===== config.mk =====
export PLATFORM = sky130hd
export DESIGN_NAME = arp_mul
export DESIGN_NICKNAME = d
export VERILOG_FILES = /design/src/rtl/arp_mul.sv
export SDC_FILE = /design/constraint.sdc
export NUM_CORES = 2
export LEC_CHECK = 0
export ABC_AREA = 1
export ABC_CLOCK_PERIOD_IN_PS = 6950
export BUFFER_PORTS_ARGS = -buffer_cell sky130_fd_sc_hd__buf_2
export CAP_MARGIN = 40
export CORE_MARGIN = 10
export CORE_UTILIZATION = 50
export DETAILED_ROUTE_END_ITERATION = 7
export GPL_TIMING_DRIVEN = 0
export PLACE_DENSITY = 0.74
export SLEW_MARGIN = 20
export SYNTH_ARGS = -nofsm -noshare
export SYNTH_HDL_FRONTEND = slang
export SYNTH_SLANG_ARGS = --single-unit

===== constraint.sdc =====
create_clock -name clk -period 6.95 [get_ports clk]
set_input_delay 0.3475 -clock clk [delete_from_list [all_inputs] [get_ports clk]]
set_output_delay 0.3475 -clock clk [all_outputs]
set_load 0.02 [all_outputs]

===== src/rtl/arp_mul.sv =====
// arp_mul: shared signed 33 x 33 multiplier with registered product
// depends on nothing but the clock
module arp_mul (
    input  logic               clk,
    input  logic signed [32:0] a,
    input  logic signed [32:0] b,
    output logic signed [65:0] p
);

    logic signed [65:0] p_reg;

    always_ff @(posedge clk)
    begin
        p_reg <= a * b;
    end

    assign p = p_reg;

endmodule


After elaboration in Yosys (flattened, before gate mapping)
Index checks and enable logic that the tools add are counted.
{ "classes": {"n_reduce_logical": 0, "div": 0, "n_shift": 0, "addsub": 0, "mul": 1, "bitwise_logic": 0, "mux": 0, "n_eq_ne": 0, "magnitude_cmp": 0} }
{ "op_table": {"columns": ["operator", "n"], "rows": [
  ["$mul A33 B33 Y66", 1]
]} }
{ "totals": {"wordCells": 2, "ramBits": 0, "ff_bits": 66, "latchBits": 0, "rom_bits": 0, "memories": 0} }

Logic depth before layout (Yosys ltp)
{ "depth": {"depth_word": 1, "mapped_depth": 34, "mapped_depth_nobuf": 32} }

Worst setup path before layout
No wires, ideal clock.
{ "synth_timing": {"kind": "input-to-reg", "startpoint": "input port a[32]", "endpoint": "register p_reg[60], in the netlist p[60]", "arrival_time_ps": 6991, "path_slack_ps": -153, "path_stages": 23, "cell_sequence": "clkbuf_1 -> clkbuf_1 -> nand2_1 -> inv_1 -> fa_1 -> fa_1 -> fa_1 -> fa_1 -> inv_1 -> fa_1 -> fa_1 -> fa_1 -> fa_1 -> inv_1 -> ha_1 -> nand2_1 -> nor2_1 -> inv_1 -> nor3_1 -> nand2_1 -> and2_0 -> nand4_1 -> nand2_1"} }
{ "synth_between": {"elab_chain_cells": 1} }
{ "synth_rtl": {"columns": ["item", "line", "rtl"], "rows": [
  ["start: declaration", "5", "input logic signed [32:0] a,"],
  ["$mul A33 B33 Y66", "14", "p_reg <= a * b;"],
  ["end signal: assignment", "14", null],
  ["end: declaration", "10", "logic signed [65:0] p_reg;"]
]} }
No other way between the ends.

Worst setup path in the final report
{ "layout_timing": {"startpoint": "input port b[2]", "endpoint": "register p_reg[41], in the netlist p[41]"} }
{ "layout_between": {"elab_chain_cells": 1} }
{ "layout_rtl": {"columns": ["item", "line", "rtl"], "rows": [
  ["start: declaration", "6", "input logic signed [32:0] b,"],
  ["$mul A33 B33 Y66", "14", null]
]} }
No other way between the ends.

==> qor.csv <==
stage;metric;value;unit
sta;unrepaired setup endpoints after global routing;yes;
layout;non-filler cells, final;6929;
floorplan;core area;85400;sq um
floorplan;die extent in x;314;um
yosys;Synth Flop Type;dfxtp_1;
placed_design;worst slack, placed;-1.83;ns
placed_design;Cells after DPL;6860;
drt;routed via count;36858;
global_route;largest net degree at the start of global routing;19;
yosys;top post-synthesis cells by count;inv_1 (1894), nand2_1 (1517), fa_1 (1145), clkbuf_1 (262), ha_1 (217);
floorplan;Die Height;314;um
sta;worst slew pin tran;0.930;ns
sta;Final period util;0.993;
layout;final net count;7201;
clocking;Root Buffer;clkbuf_16;
yosys;distinct cell type count after synthesis;35;
sta;Max Slew Vio Count;0;
drt;post-DR wirelength/cell;24.4;um
min_path;Hold Crit Class;in -> reg;
drt;residual DRC count;0;
yosys;Post-Syn Area;43200;sq um
yosys;simple-gate share of the synthesized area;0.166;
critical_path;Startpoint Class;input pin;
floorplan;DIE AREA;98500;sq um
yosys;largest family of logic cells by synthesized area;adder cells;
global_route;All-Layer GR Usage;0.346;
yosys;Async S/R FF share, synth;0;
yosys;Synth Area in Compound Gates;0.0138;
drt;final antenna-violating net count;0;
yosys;mux share of post-synthesis cell area;0;
yosys;Net Count, Synth;6972;
layout;Layout area overhead;13.3;%
yosys;Synth area leaders;fa_1 (53%), inv_1 (16%), nand2_1 (13%), ha_1 (6.3%), dfxtp_1 (3.1%);
yosys;Synth Warn #;0;
sta;Fmax;145;MHz
yosys;number of synthesized register bits;66;
layout;max FFs per register;66;
clocking;CTS tree;built;
floorplan;FP Rows;107;
global_route;vias in the first global route;39087;
yosys;Post-synth EDFFs;0;
placed_design;gpl congestion;1.07;
clocking;Worst-path clk slew;0.05;ns
floorplan;boundary pin count;133;
drt;iteration count of the initial detailed-routing pass;6;
drt;final WL;169;mm
floorplan;Initial Util;0.505;
layout;layout cells sized above 1;0.137;
global_route;initial antenna violation count;8;
global_route;global-route wire length before repair;248;mm
sta;final setup margin;0.0492;ns
drt;1st-iter DRT viols;3973;
drt;post-DR vias/cell;5.32;
yosys;most numerous cell in the Yosys netlist;inv_1;
critical_path;Setup CP Type;in -> reg;
yosys;Cells after Synth;5543;
sta;Tmin final;6.90;ns
yosys;area leader, netlist;fa_1;
critical_path;WP data arrival;7.09;ns
global_route;total grt overflow;0;
clocking;CTS Buffer Depth;2;
critical_path;worst path required time;7.14;ns
status;status;complete, no violations;
yosys;synthesized area per cell;7.79;sq um
yosys;Synth Area in Adders;0.594;
yosys;Yosys top cell area share;0.531;
critical_path;Setup crit end kind;flop;
clocking;Sinks on Clock Net;66;
sta;final setup violating endpoints;0;
yosys;xor/xnor share of the synthesized area;0.00832;
clocking;Inserted Clock Buffers;9;
yosys;Seq/Total Area, Yosys;0.0306;
sta;normalized max-slew margin;0.380;
placed_design;dpl cell area;46300;sq um
clocking;H-tree depth;3;
sta;final hold vios;0;
placed_design;DP HPWL;147;mm
critical_path;crit-path max FO;10;
run;Max Cap Viol;0;
layout;final instance area;48900;sq um
placed_design;I/O Buffers;67;
metal layers:
layer	vias to the layer above	track usage	routed length, um
met5	-	0	79
met4	7	0.265	16300
met2	2511	0.525	73200
li1	15480	-	-
met1	18101	0.410	56800
met3	759	0.107	22700
cell families (layout without fill, tap and decap cells):
kind of cell	after synthesis	count (layout)
AOI/OAI and AO/OA	106	106
and+or+nand+nor	1810	1810
other	0	8
DFF	66	66
buffers and inverters	2158	2392
xor gates and xnor gates	41	41
adders and majority gates	1362	1362
critical path: stages:
cell and delay [ns]:
clkbuf_2 0.15, clkbuf_8 0.21, nand2_1 0.08, inv_1 0.06
fa_2 0.61, fa_1 0.45, fa_2 0.69, buf_4 0.16
buf_8 0.14, fa_1 0.45, fa_1 0.50, fa_2 0.54
fa_2 0.62, inv_1 0.07, fa_1 0.48, inv_1 0.06
ha_4 0.25, nand2_2 0.14, inv_1 0.05, a21oi_1 0.19
nand2_1 0.18, nor2_1 0.21, nand3_1 0.21, xor2_1 0.21
path summary, 6_finish.rpt:
kind,from,endpoint,slack (ns),cells past startpoint
max,b[2],p[41],0.05,24
min,a[0],p[0],0.58,3
through the flow:
step	TNS [ns]	util	hold WS [ns]
after global placement	-71.44	0.526	0.767
after global routing	-0.247	0.572	0.532
final	0	0.572	0.578
after CTS	0	0.557	0.537
after floorplan	0	-	0.611
after detailed placement	-58.93	0.542	0.765
timing repair:
action,4_1_cts,5_1_grt
pin swaps,18,76
resized for setup,370,465
hold buffers,0,0
endpoints found under the setup margin,47,46
setup buffers,20,25
cell usage in the layout (no fill, tap or decap), types with 14 or more instances in the layout:
master / count
inv_1: 1869
nand2_1: 1460
fa_1: 1099
ha_1: 178
clkbuf_2: 105
buf_2: 93
nor2_1: 88
buf_6: 86
nand2_2: 70
dfxtp_1: 66
nand3_1: 61
buf_4: 59
clkbuf_4: 58
fa_2: 46
xor2_1: 37
nor2_2: 35
buf_8: 34
a21oi_1: 32
nor2_4: 31
a21oi_2: 30
ha_4: 30
clkbuf_1: 29
inv_2: 23
nand4_1: 19
nand3_2: 17
clkbuf_16: 14
cell type report:
class | count | area, sq um
Fill cell | 7960 | 36500
Buffer | 263 | 1730
Clock buffer | 10 | 229
Antenna cell | 8 | 20.0
Sequential cell | 66 | 1320
Tap cell | 1144 | 1430
Timing Repair Buffer | 218 | 2050
Clock inverter | 6 | 57.6
Inverter | 1895 | 7120
Multi-Input combinational cell | 3319 | 34900
Power is not shown: default switching activity piles up to over one toggle a cycle in this logic, so the estimate is an artifact.
