[config.mk]
export PLATFORM = sky130hd
export DESIGN_NAME = arp_div
export DESIGN_NICKNAME = d
export VERILOG_FILES = /design/src/rtl/arp_pkg.sv /design/src/rtl/arp_div.sv
export SDC_FILE = /design/constraint.sdc
export NUM_CORES = 1
export LEC_CHECK = 0
export ABC_AREA = 1
export BUFFER_PORTS_ARGS = -buffer_cell sky130_fd_sc_hd__buf_4
export CAP_MARGIN = 20
export CORE_UTILIZATION = 42
export DETAILED_ROUTE_END_ITERATION = 10
export GPL_ROUTABILITY_DRIVEN = 0
export PLACE_DENSITY = 0.7
export SYNTH_ARGS = -nofsm -noshare
export SYNTH_HDL_FRONTEND = slang
export SYNTH_SLANG_ARGS = --single-unit
[constraint.sdc]
create_clock -name clk -period 2.6 [get_ports clk]
set_input_delay 0.13 -clock clk [delete_from_list [all_inputs] [get_ports clk]]
set_output_delay 0.13 -clock clk [all_outputs]
set_load 0.1 [all_outputs]
[src/rtl/arp_pkg.sv]
// arp_pkg: shared constants, types and helpers for the attitude rate controller
// used by arp_div, attitude_rate_pid and arp_checker; no dependencies
package arp_pkg;

    localparam int IN_W  = 280;
    localparam int OUT_W = 112;

    localparam int OFS_TARGET   = 0;
    localparam int OFS_MEASURED = 57;
    localparam int OFS_GYRO     = 114;
    localparam int OFS_DT       = 210;
    localparam int OFS_THR      = 226;
    localparam int OFS_ADJ      = 243;
    localparam int ANGLE_W      = 19;

    localparam logic signed [19:0] PI_Q        = 20'sd205887;
    localparam logic signed [19:0] NEG_PI_Q    = -20'sd205887;
    localparam logic signed [19:0] TWO_PI_Q    = 20'sd411775;
    localparam logic signed [19:0] ANGLE_LIM_Q = 20'sd51472;
    localparam logic signed [19:0] NEG_LIM_Q   = -20'sd51472;

    localparam logic [23:0] W_P_Q          = 24'd12353342;
    localparam logic [23:0] W_D_Q          = 24'd6176671;
    localparam logic [16:0] THROTTLE_MIN_Q = 17'd3276;
    localparam logic signed [33:0] THRUST_MAX_Q = 34'sd52429;

    localparam logic signed [49:0] INTEGRAL_LIMIT     = 50'sd32768;
    localparam logic signed [49:0] NEG_INTEGRAL_LIMIT = -50'sd32768;

    localparam logic [2:0] G_ANGLE_TILT = 3'd0;
    localparam logic [2:0] G_ANGLE_YAW  = 3'd1;
    localparam logic [2:0] G_P_TILT     = 3'd2;
    localparam logic [2:0] G_P_YAW      = 3'd3;
    localparam logic [2:0] G_I_TILT     = 3'd4;
    localparam logic [2:0] G_I_YAW      = 3'd5;
    localparam logic [2:0] G_D_TILT     = 3'd6;
    localparam logic [2:0] G_D_YAW      = 3'd7;

    localparam logic [31:0] GAIN_RESET [8] = '{
        32'd184549376, 32'd268435456, 32'd201327, 32'd1845494,
        32'd50332, 32'd167772, 32'd21810, 32'd134218
    };

    localparam int DIV_NUM_W = 49;
    localparam int DIV_DEN_W = 25;
    localparam int DIV_Q_W   = 31;

    localparam logic [4:0] DIV_K_ALPHA = 5'd17;
    localparam logic [4:0] DIV_K_DERIV = 5'd31;

    typedef struct packed {
        logic                 start;
        logic [4:0]           k;
        logic [DIV_NUM_W-1:0] num;
        logic [DIV_DEN_W-1:0] den;
    } div_req_t;

    typedef struct packed {
        logic               done;
        logic [DIV_Q_W-1:0] quot;
    } div_rsp_t;

    function automatic logic signed [31:0] sat32(input logic signed [67:0] v);
        logic signed [31:0] r;
        if (v > 68'sd2147483647)
            r = 32'sh7fffffff;
        else if (v < -68'sd2147483648)
            r = 32'sh80000000;
        else
            r = v[31:0];
        return r;
    endfunction

endpackage

[src/rtl/arp_div.sv]
// arp_div: restoring unsigned divider, one quotient bit per cycle
// depends on arp_pkg for the request and response types
module arp_div (
    input  logic                clk,
    input  logic                rst_n,
    input  arp_pkg::div_req_t   req,
    output arp_pkg::div_rsp_t   rsp
);
    import arp_pkg::*;

    logic                 busy_reg;
    logic                 done_reg;
    logic [4:0]           cnt_reg;
    logic [DIV_DEN_W-1:0] rem_reg;
    logic [DIV_DEN_W-1:0] den_reg;
    logic [31:0]          low_reg;
    logic [DIV_Q_W-1:0]   q_reg;

    logic [DIV_DEN_W:0]   trial;
    logic                 ge;
    logic [DIV_DEN_W:0]   rem_sub;
    logic [DIV_NUM_W-1:0] num_sh;

    always_comb
    begin
        trial   = {rem_reg, low_reg[cnt_reg]};
        ge      = trial >= {1'b0, den_reg};
        rem_sub = ge ? trial - {1'b0, den_reg} : trial;
        num_sh  = req.num >> req.k;
    end

    always_ff @(posedge clk or negedge rst_n)
    begin
        if (!rst_n)
        begin
            busy_reg <= 1'b0;
            done_reg <= 1'b0;
            cnt_reg  <= '0;
        end
        else
        begin
            done_reg <= 1'b0;
            if (req.start)
            begin
                busy_reg <= 1'b1;
                cnt_reg  <= req.k - 5'd1;
            end
            else if (busy_reg)
            begin
                cnt_reg <= cnt_reg - 5'd1;
                if (cnt_reg == 5'd0)
                begin
                    busy_reg <= 1'b0;
                    done_reg <= 1'b1;
                end
            end
        end
    end

    always_ff @(posedge clk)
    begin
        if (req.start)
        begin
            rem_reg <= num_sh[DIV_DEN_W-1:0];
            den_reg <= req.den;
            low_reg <= req.num[31:0];
            q_reg   <= '0;
        end
        else if (busy_reg)
        begin
            rem_reg <= rem_sub[DIV_DEN_W-1:0];
            q_reg   <= {q_reg[DIV_Q_W-2:0], ge};
        end
    end

    assign rsp.done = done_reg;
    assign rsp.quot = q_reg;

endmodule

# [After elaboration in Yosys (flattened, before gate mapping)]
# Index checks and enable logic that the tools add are counted.
[totals] reg_bits=120 inputBits=82 wordCells=28
[op_classes] add_sub_neg=3 n_lt_le_gt_ge=2 shifts=1 muxes=13 reduce_logical=2
[op_table] operator="two-way mux 25 bit" count=3
[op_table] operator="right shift 49 x 5 -> 25 bit" count=1
[op_table] operator=">= comparator 26 x 25 -> 1 bit" count=1
[op_table] operator="subtractor 25 bit" count=1
[op_table] operator="two-way mux 5 bit" count=2
[op_table] operator="subtractor 5 x 1 -> 5 bit, second input constant" count=2
[op_table] operator="two-way mux 1 bit" count=7
[op_table] operator="less-than comparator 5 x 6 -> 1 bit, second input constant" count=1
[op_table] operator="binary-select mux 1 bit (select 5 bit)" count=1
[op_table] operator="logical NOT 5 bit" count=1
[op_table] operator="nonzero test 2 bit" count=1

# [Longest topological paths before layout]
# Gate-level depths: netlist (run 1).
[depth] ltp_word=6 ltp_mapped=23 mapped_depth_nobuf=22

# [Least setup slack after synthesis (run 1)]
# No wires, ideal clock.
[synth_timing] path_type="reg2reg" start="reg cnt_reg[0]" end="reg rem_reg[16] (data pin)" arrival_ps=2595 t_required_ps=2346 slack_ps=-248 path_stages_with_launch=19 path_buffers=3 path_cell_list="dfrtp_1 -> buf_2 -> clkbuf_1 -> nand2_1 -> o211ai_1 -> nand3_1 -> nand3_1 -> nand3_1 -> nand2_1 -> ha_1 -> inv_1 -> fa_1 -> nand3_1 -> nand3_2 -> nand3_4 -> clkbuf_1 -> nand3b_1 -> nand3_1 -> nand2_1"
[synth_between] elab_chain_cells=6 word_cells_on_any_way=7
[synth_lines] element="from (decl)" line_no="arp_div.sv:13" text="logic [4:0] cnt_reg;"
[synth_lines] element="from (signal assigned)" line_no="arp_div.sv:46" text="cnt_reg <= req.k - 5'd1;"
[synth_lines] element="from (signal assigned)" line_no="arp_div.sv:50" text="cnt_reg <= cnt_reg - 5'd1;"
[synth_lines] element="binary-select mux 1 bit (select 5 bit) (*)" line_no="arp_div.sv:26" text="trial = {rem_reg, low_reg[cnt_reg]};"
[synth_lines] element="two-way mux 1 bit (not written as such) (*)" line_no="arp_div.sv:26"
[synth_lines] element="subtractor 25 bit / >= comparator 26 x 25 -> 1 bit (equally long branches)" line_no="arp_div.sv:28, arp_div.sv:27"
[synth_lines] element="two-way mux 25 bit (*)" line_no="arp_div.sv:28" text="rem_sub = ge ? trial - {1'b0, den_reg} : trial;"
[synth_lines] element="two-way mux 25 bit (*)" line_no="arp_div.sv:69" text="else if (busy_reg)"
[synth_lines] element="two-way mux 25 bit (*)" line_no="arp_div.sv:62" text="if (req.start)"
[synth_lines] element="to (signal assigned)" line_no="arp_div.sv:64" text="rem_reg <= num_sh[DIV_DEN_W-1:0];"
[synth_lines] element="to (signal assigned)" line_no="arp_div.sv:71" text="rem_reg <= rem_sub[DIV_DEN_W-1:0];"
[synth_lines] element="to (decl)" line_no="arp_div.sv:14" text="logic [DIV_DEN_W-1:0] rem_reg;"
# Mark *: on every way between the ends. The rest lies on a longest branch, timed or not. The select of a mux whose other input is x is not followed.
# A chain may end at the register's enable or synchronous reset.

# [Final worst setup path (run 1)]
[layout_timing] start="reg cnt_reg[0]" end="reg rem_reg[4] (data pin)"
# Same word-level chain as after synthesis.

==> flow_metrics.py, run 1 <==
metrics = {
    "outcome": {
        "run_status": "finished with violations",
        "violations": "negative setup slack",
    },
    "sta": {
        "worst_slew_pin_slew_ps": 661,
        "tns_ps": -4820,
        "period_needed_ps": 2840,
        "drv_slew": 0,
        "finClkSkew_ps": 14.6,
        "finalCritPeriodShare_pct": 109,
        "grt_setup_unrepaired": "true",
        "setup_viol": 26,
        "postLayoutSetupSlackWorst_ps": -237,
        "hold_viol": 0,
        "timing.slew.headroom_pct": 55.9,
        "max_freq_ghz": 0.352,
    },
    "synthesis": {
        "synthesis.nets": 1492,
        "synth-warning-count": 0,
        "syn_inst": 1383,
        "yosysSeqAreaShare_pct": 35.4,
        "synth_area_leaders": "edfxtp_1 27%, nand2_1 18%, nand3_1 14%",
        "synth_top_area_share_pct": 26.7,
        "synth-main-ff-cell": "edfxtp_1",
        "synth-seq-cells": 120,
        "yosys.area.top_type": "edfxtp_1",
        "synthArstFlopShare_pct": 5.83,
        "syn_area_sq_mm": 0.00921,
        "syn_avg_cell_area_sq_um": 6.66,
        "synth.distinct_cells": 45,
        "synth_edf_count": 82,
    },
    "critical_path": {
        "critPathKind": "flop to flop",
        "cp_common_cell": "nand3_1",
        "path_max_fanout": 14,
        "max_stage_delay_ps": 440,
        "reg2reg_to": "rem_reg[4]$_DFFE_PP_",
        "crit-reg2reg-launch": "cnt_reg[0]$_DFFE_PN0P_",
        "critPathCaptureType": "flop",
        "r2r_slack_ps": -240,
        "slowest_stage": "dfrtp_2",
        "critPathArrivalTime_ps": 3010,
        "worst_setup_path_start_kind": "flop",
        "cp_cell_sequence": "buf_6 > o211ai_1 > nand3_1 > nand3_1 > nand3_2 > nand2_4 > ha_4 > inv_4 > fa_2 > nand2_2 > nand3_2 > and2_4 > xnor2_1 > nand2_1 > nand3_1 > nand2_1",
        "worstPathRequired_ps": 2780,
        "reg2reg_depth": 16,
    },
    "layout": {
        "area_growth_pct": 32.3,
        "antenna_cells": 0,
        "largest_register_ffs": 32,
        "fin_nets": 1685,
        "final_cell_count_no_fill": 1864,
        "post_route_cells_drive_above_1_share_pct": 19.9,
        "fin_util_pct": 57.2,
    },
    "global_routing": {
        "antenna_found_initial": 0,
        "grt_pass1_vias": 9170,
        "grt_util_all_layers_pct": 26.1,
        "grt.overflow.total": 0,
        "grt_max_degree": 57,
        "grt_pass1_wl_mm": 45.9,
    },
    "drt": {
        "finalWirelength_mm": 29.1,
        "routedWlPerCell_um": 15.6,
        "drc": 0,
        "via_per_inst": 5.35,
        "ant_nets": 0,
        "drtIter0Drc": 966,
        "vias": 9974,
        "dr.pass1.iters": 6,
    },
    "die": {
        "die-width_um": 150,
        "die_h_um": 150,
        "rows": 53,
        "core_area_sq_mm": 0.0213,
        "start_util_pct": 43.3,
        "io-pin-count": 114,
        "die_area_sq_mm": 0.0225,
    },
    "power": {
        "pwr-share-clk_pct": 21.3,
        "power_density_mw_per_mm2": 881,
        "p_switching_mw": 4.65,
        "p_leak_nw": 5.96,
        "pwr-share-comb_pct": 53.5,
        "p_sw_share_pct": 43.4,
        "p_total_mw": 10.7,
        "power_frac_seq_pct": 25.2,
        "ir_drop_mv": 0.492,
        "internal-power_mw": 6.08,
    },
    "clocking": {
        "cts_buffer_depth": 2,
        "htreeDepth": 4,
        "clk_latency_ps": 430,
        "cts_tree": "built",
        "clock_sinks": 120,
        "clkTransAtPathRegs_ps": 60,
        "numCtsBuffers": 17,
        "clockRootBuffer": "clkbuf_16",
    },
    "placement": {
        "dp_hpwl_mm": 20.6,
        "dp_cells": 1755,
        "port-buffer-count": 113,
    },
    "worst_hold_path": {
        "hold_path.class": "primary input to async pin",
    },
    "flow_run": {
        "maxCapViolCount": 0,
    },
}
[power by group through the flow]
stage | Sequential, mW | Clock [mW] | Combinational, mW
floorplan | 2.70 | 0 | 3.27
global placement | 2.71 | 0 | 4.65
detailed placement | 2.72 | 0 | 4.70
CTS | 2.68 | 2.30 | 5.29
global route | 2.72 | 2.39 | 6.32
finish | 2.70 | 2.29 | 5.74
[worst max-delay path by stage]
| stage | depth (start not counted) | slack [ps] | start | to |
|---|---|---|---|---|
| global route | 20 | -370 | cnt_reg[0]$_DFFE_PN0P_ | rem_reg[12]$_DFFE_PP_ |
| finish | 16 | -240 | cnt_reg[0]$_DFFE_PN0P_ | rem_reg[4]$_DFFE_PP_ |
| floorplan | 19 | 3 | cnt_reg[0]$_DFFE_PN0P_ | rem_reg[22]$_DFFE_PP_ |
| detailed placement | 20 | -380 | cnt_reg[0]$_DFFE_PN0P_ | rem_reg[12]$_DFFE_PP_ |
| CTS | 20 | -250 | cnt_reg[0]$_DFFE_PN0P_ | rem_reg[5]$_DFFE_PP_ |
| global placement | 20 | -320 | cnt_reg[0]$_DFFE_PN0P_ | rem_reg[12]$_DFFE_PP_ |
[final cells by class]
| class | count | area (sq um) |
|---|---|---|
| Clock buffer | 17 | 425 |
| Sequential cell | 120 | 3260 |
| Inverter | 208 | 785 |
| Tap cell | 275 | 344 |
| Fill cell | 1934 | 9100 |
| Clock inverter | 15 | 143 |
| Multi-Input combinational cell | 992 | 5160 |
| Timing Repair Buffer | 237 | 2070 |
[synth_stat cells, types with 4 or more instances]
master / instances
mux2i_1: 6
xnor2_1: 9
dfrtp_1: 7
nand3_1: 259
or2_1: 10
o22ai_1: 30
inv_1: 201
buf_1: 11
nor2_1: 40
or2_2: 26
o21ai_0: 47
buf_2: 14
edfxtp_1: 82
clkbuf_1: 34
inv_2: 4
a21oi_1: 21
dfxtp_1: 31
nand4_1: 10
and2_1: 7
o21ai_1: 10
nand3b_1: 20
ha_1: 26
nand2_1: 436
o211ai_1: 4
[placed cells by master, fill, tap and decap left out, drive strengths merged, types with 26 or more instances in the layout]
| master | n |
|---|---|
| buf | 179 |
| dfxtp | 31 |
| dlygate4sd3 | 58 |
| edfxtp | 82 |
| ha | 26 |
| inv | 210 |
| nand2 | 442 |
| nand3 | 262 |
| nor2 | 45 |
| o21ai | 57 |
| o22ai | 30 |
| or2 | 37 |
[repair_timing]
item                                    4_1_cts  5_1_grt
hold buffers                                 58        0
endpoints found under the setup margin       26       26
setup buffers                                10        6
resized for setup                            48       37
hold endpoints to repair                     64        0
pin swaps                                    34       29
cloned                                        3        0
[routing by layer]
metal	global-route usage [%]	vias to the layer above	part of all wire, %
met1	34.3	4566	42
met2	44.1	462	48
met4	8.23	0	2.3
li1	-	4896	-
met5	0	-	0
met3	3.85	50	7.3
[worst max-delay path, delay by kind of cell, from the launching register on]
family          cells  cell delay (ps)
fa+ha+maj           2              500
flops               1              440
buf+inv             2              190
simple gates       10             1070
compound gates      1              180
xor+xnor            1              210
[cell families after synthesis]
logic type | synth area share (%)
adder cells (fa/ha/maj) | 3.75
buffers and inverters | 11.7
AND/OR/NAND/NOR | 40.4
XOR/XNOR | 0.951
flip-flops | 35.4
multiplexers | 0.652
AO/OA/AOI/OAI | 7.24
[per-stage QoR]
stage / setup WS (ps) / cell area, sq um / hold WS, ps
after CTS: -247 / 12000 / 59.5
after floorplan: 2.81 / 9240 / -166
after detailed placement: -381 / 10500 / -45.6
after global placement: -317 / 10500 / -46.0
final: -237 / 12200 / 55.7
after global routing: -374 / 12200 / 69.5
Note: power is estimated with default switching activity, not from simulation.
==> run 2: changes to the inputs <==
--- a/config.mk
+++ b/config.mk
@@ -8,10 +8,12 @@
 export ABC_AREA = 1
 export BUFFER_PORTS_ARGS = -buffer_cell sky130_fd_sc_hd__buf_4
 export CAP_MARGIN = 20
-export CORE_UTILIZATION = 42
+export CELL_PAD_IN_SITES_DETAIL_PLACEMENT = 1
+export CELL_PAD_IN_SITES_GLOBAL_PLACEMENT = 1
+export CORE_UTILIZATION = 38
 export DETAILED_ROUTE_END_ITERATION = 10
 export GPL_ROUTABILITY_DRIVEN = 0
-export PLACE_DENSITY = 0.7
+export PLACE_DENSITY = 0.84
 export SYNTH_ARGS = -nofsm -noshare
 export SYNTH_HDL_FRONTEND = slang
 export SYNTH_SLANG_ARGS = --single-unit
==> run 2 against run 1 <==
- global-route usage is 4.6 points higher
- first-iteration DRC count is 3.2% higher
- clock skew is 1.9 ps higher
- hold slack worse by 6.8 ps
- sequential power is 2% higher
- register-to-register slack worse by 380 ps
- critical path type unchanged
- final cell count is 1.4% higher
- combinational power is 9.2% higher
- total power is 8.6% higher
- setup slack worse by 380 ps
- critical endpoint is now rem_reg[13]$_DFFE_PP_
- the flow still finishes with violations (negative setup slack)
==> flow_metrics.py, run 2 (same netlist as run 1, synthesis figures left out) <==
metrics = {
    "outcome": {
        "run_status": "finished with violations",
        "violations": "negative setup slack",
    },
    "drt": {
        "drtIter0Drc": 997,
        "via_per_inst": 5.67,
        "finalWirelength_mm": 38.9,
        "vias": 10700,
        "dr.pass1.iters": 5,
        "ant_nets": 0,
        "drc": 0,
        "routedWlPerCell_um": 20.6,
    },
    "die": {
        "io-pin-count": 114,
        "die_area_sq_mm": 0.0249,
        "rows": 56,
        "die_h_um": 158,
        "start_util_pct": 39.0,
        "core_area_sq_mm": 0.0236,
        "die-width_um": 158,
    },
    "power": {
        "internal-power_mw": 6.30,
        "p_leak_nw": 5.93,
        "p_switching_mw": 5.36,
        "power_frac_seq_pct": 23.6,
        "power_density_mw_per_mm2": 953,
        "pwr-share-comb_pct": 53.7,
        "p_sw_share_pct": 45.9,
        "ir_drop_mv": 0.476,
        "pwr-share-clk_pct": 22.6,
    },
    "critical_path": {
        "reg2reg_depth": 18,
        "cp_cell_sequence": "clkinvlp_4 > nor2_1 > nand2_1 > nand3_1 > nand3_2 > nand3_2 > nand2_4 > ha_4 > inv_2 > fa_2 > nand3_2 > nand3_4 > nand3_4 > nand2_4 > buf_4 > nand2_1 > nand3_1 > nand2_1",
        "worst_setup_path_start_kind": "flop",
        "critPathKind": "flop to flop",
        "critPathArrivalTime_ps": 3390,
        "worstPathRequired_ps": 2780,
        "crit-reg2reg-launch": "cnt_reg[1]$_DFFE_PN0P_",
        "r2r_slack_ps": -620,
        "slowest_stage": "dfrtp_2",
        "max_stage_delay_ps": 430,
        "path_max_fanout": 10,
        "path_buf_inv": 3,
        "critPathCaptureType": "flop",
        "reg2reg_to": "rem_reg[13]$_DFFE_PP_",
        "critical_path.top_delay_family": "simple AND/OR/NAND/NOR gates",
    },
    "sta": {
        "tns_ps": -13250,
        "period_needed_ps": 3220,
        "max_freq_ghz": 0.311,
        "setup_viol": 26,
        "grt_setup_unrepaired": "true",
        "timing.slew.headroom_pct": 52.6,
        "finClkSkew_ps": 16.5,
        "postLayoutSetupSlackWorst_ps": -617,
        "hold_viol": 0,
        "drv_slew": 0,
        "finalCritPeriodShare_pct": 124,
        "worst_slew_pin_slew_ps": 711,
    },
    "layout": {
        "post_route_cells_drive_above_1_share_pct": 19.8,
        "final_cell_mix": "411 x nand2_1, 231 x nand3_1, 195 x inv_1, 147 x buf_4, 82 x edfxtp_1",
        "final_common_cell": "nand2_1",
        "area_growth_pct": 32.9,
        "largest_register_ffs": 32,
        "final_area_sq_mm": 0.0122,
        "fin_nets": 1666,
    },
    "clocking": {
        "clockRootBuffer": "clkbuf_16",
        "cts_buffer_depth": 2,
        "clock_sinks": 120,
        "clkTransAtPathRegs_ps": 70,
        "clk_latency_ps": 440,
        "htreeDepth": 4,
        "numCtsBuffers": 17,
        "cts_tree": "built",
    },
    "global_routing": {
        "grt_util_all_layers_pct": 30.7,
        "grt_pass1_wl_mm": 58.5,
        "antenna_found_initial": 1,
        "grt_pass1_vias": 11200,
        "grt_max_degree": 53,
        "grt.overflow.total": 0,
    },
    "placement": {
        "place_area_sq_mm": 0.0105,
        "port-buffer-count": 113,
        "dp_hpwl_mm": 25.0,
    },
    "worst_hold_path": {
        "hold_path.class": "primary input to async pin",
    },
    "flow_run": {
        "maxCapViolCount": 0,
    },
}
## run 2: cell count changes in the layout (fill, tap and decap cells not counted), moves of 3 or more
cell / before / now
buf_6: 11 / 8
nand3_4: 2 / 7
nand2_2: 18 / 23
xnor2_1: 7 / 4
nand2_1: 419 / 411
nand2_4: 3 / 6
bufinv_16: 1 / 4
buf_4: 160 / 147
nand3_1: 235 / 231
## run 2: repair_timing
item	CTS	global route
hold buffers	58	0
setup endpoints to repair	26	26
endpoints found under the hold margin	64	0
cloned	2	0
setup buffers	2	2
gates resized for setup	48	61
pin swaps	15	26
## run 2: how the worst max path moves through the flow
stage | depth (start not counted) | slack (ps) | to | startpoint
6_report | 18 | -620 | rem_reg[13]$_DFFE_PP_ | cnt_reg[1]$_DFFE_PN0P_
3_5_place_dp | 19 | -500 | rem_reg[0]$_DFFE_PP_ | cnt_reg[1]$_DFFE_PN0P_
4_1_cts | 19 | -300 | rem_reg[21]$_DFFE_PP_ | cnt_reg[0]$_DFFE_PN0P_
5_1_grt | 21 | -700 | rem_reg[16]$_DFFE_PP_ | cnt_reg[0]$_DFFE_PN0P_
2_1_floorplan | 19 | 3 | rem_reg[22]$_DFFE_PP_ | cnt_reg[0]$_DFFE_PN0P_
3_3_place_gp | 19 | -400 | rem_reg[0]$_DFFE_PP_ | cnt_reg[0]$_DFFE_PN0P_
## run 2: final cells by class
| class | count | area (sq um) |
|---|---|---|
| fill | 3025 | 11400 |
| multi-input combinational | 990 | 5270 |
| sequential | 120 | 3260 |
| timing repair buffer | 219 | 1890 |
| inverter | 208 | 788 |
| clock buffer | 17 | 425 |
| tap | 319 | 399 |
| clock inverter | 15 | 200 |
| timing repair inverter | 1 | 7.51 |
| antenna | 1 | 2.50 |
## run 2: through the flow
| step | instances | setup slack (ps) | power, mW | util [%] | hold slack, ps |
|---|---|---|---|---|---|
| 2_1_floorplan | 1383 | 2.81 | 5.97 | - | -166 |
| 3_3_place_gp | 1794 | -403 | 7.46 | 44.6 | -45.3 |
| 3_5_place_dp | 1794 | -497 | 7.70 | 44.6 | -47.6 |
| 4_1_cts | 1888 | -300 | 10.8 | 50.7 | 47.1 |
| 5_1_grt | 1890 | -697 | 12.2 | 51.8 | 67.0 |
| 6_report | 1890 | -617 | 11.7 | 51.8 | 48.9 |
## run 2: layer usage
layer / wire length [um] / GRT usage, % / vias up
met5: 0 / 0 / -
met4: 2060 / 16.1 / 0
met3: 2420 / 5.12 / 162
met2: 19400 / 54.2 / 497
met1: 15000 / 35.4 / 5196
li1: - / - / 4853
## run 2: power groups by stage
stage | sequential, mW | combinational [mW] | clock [mW]
2_1_floorplan | 2.70 | 3.27 | 0
3_3_place_gp | 2.72 | 4.75 | 0
3_5_place_dp | 2.73 | 4.97 | 0
4_1_cts | 2.71 | 5.45 | 2.61
5_1_grt | 2.76 | 6.71 | 2.72
6_report | 2.75 | 6.27 | 2.64
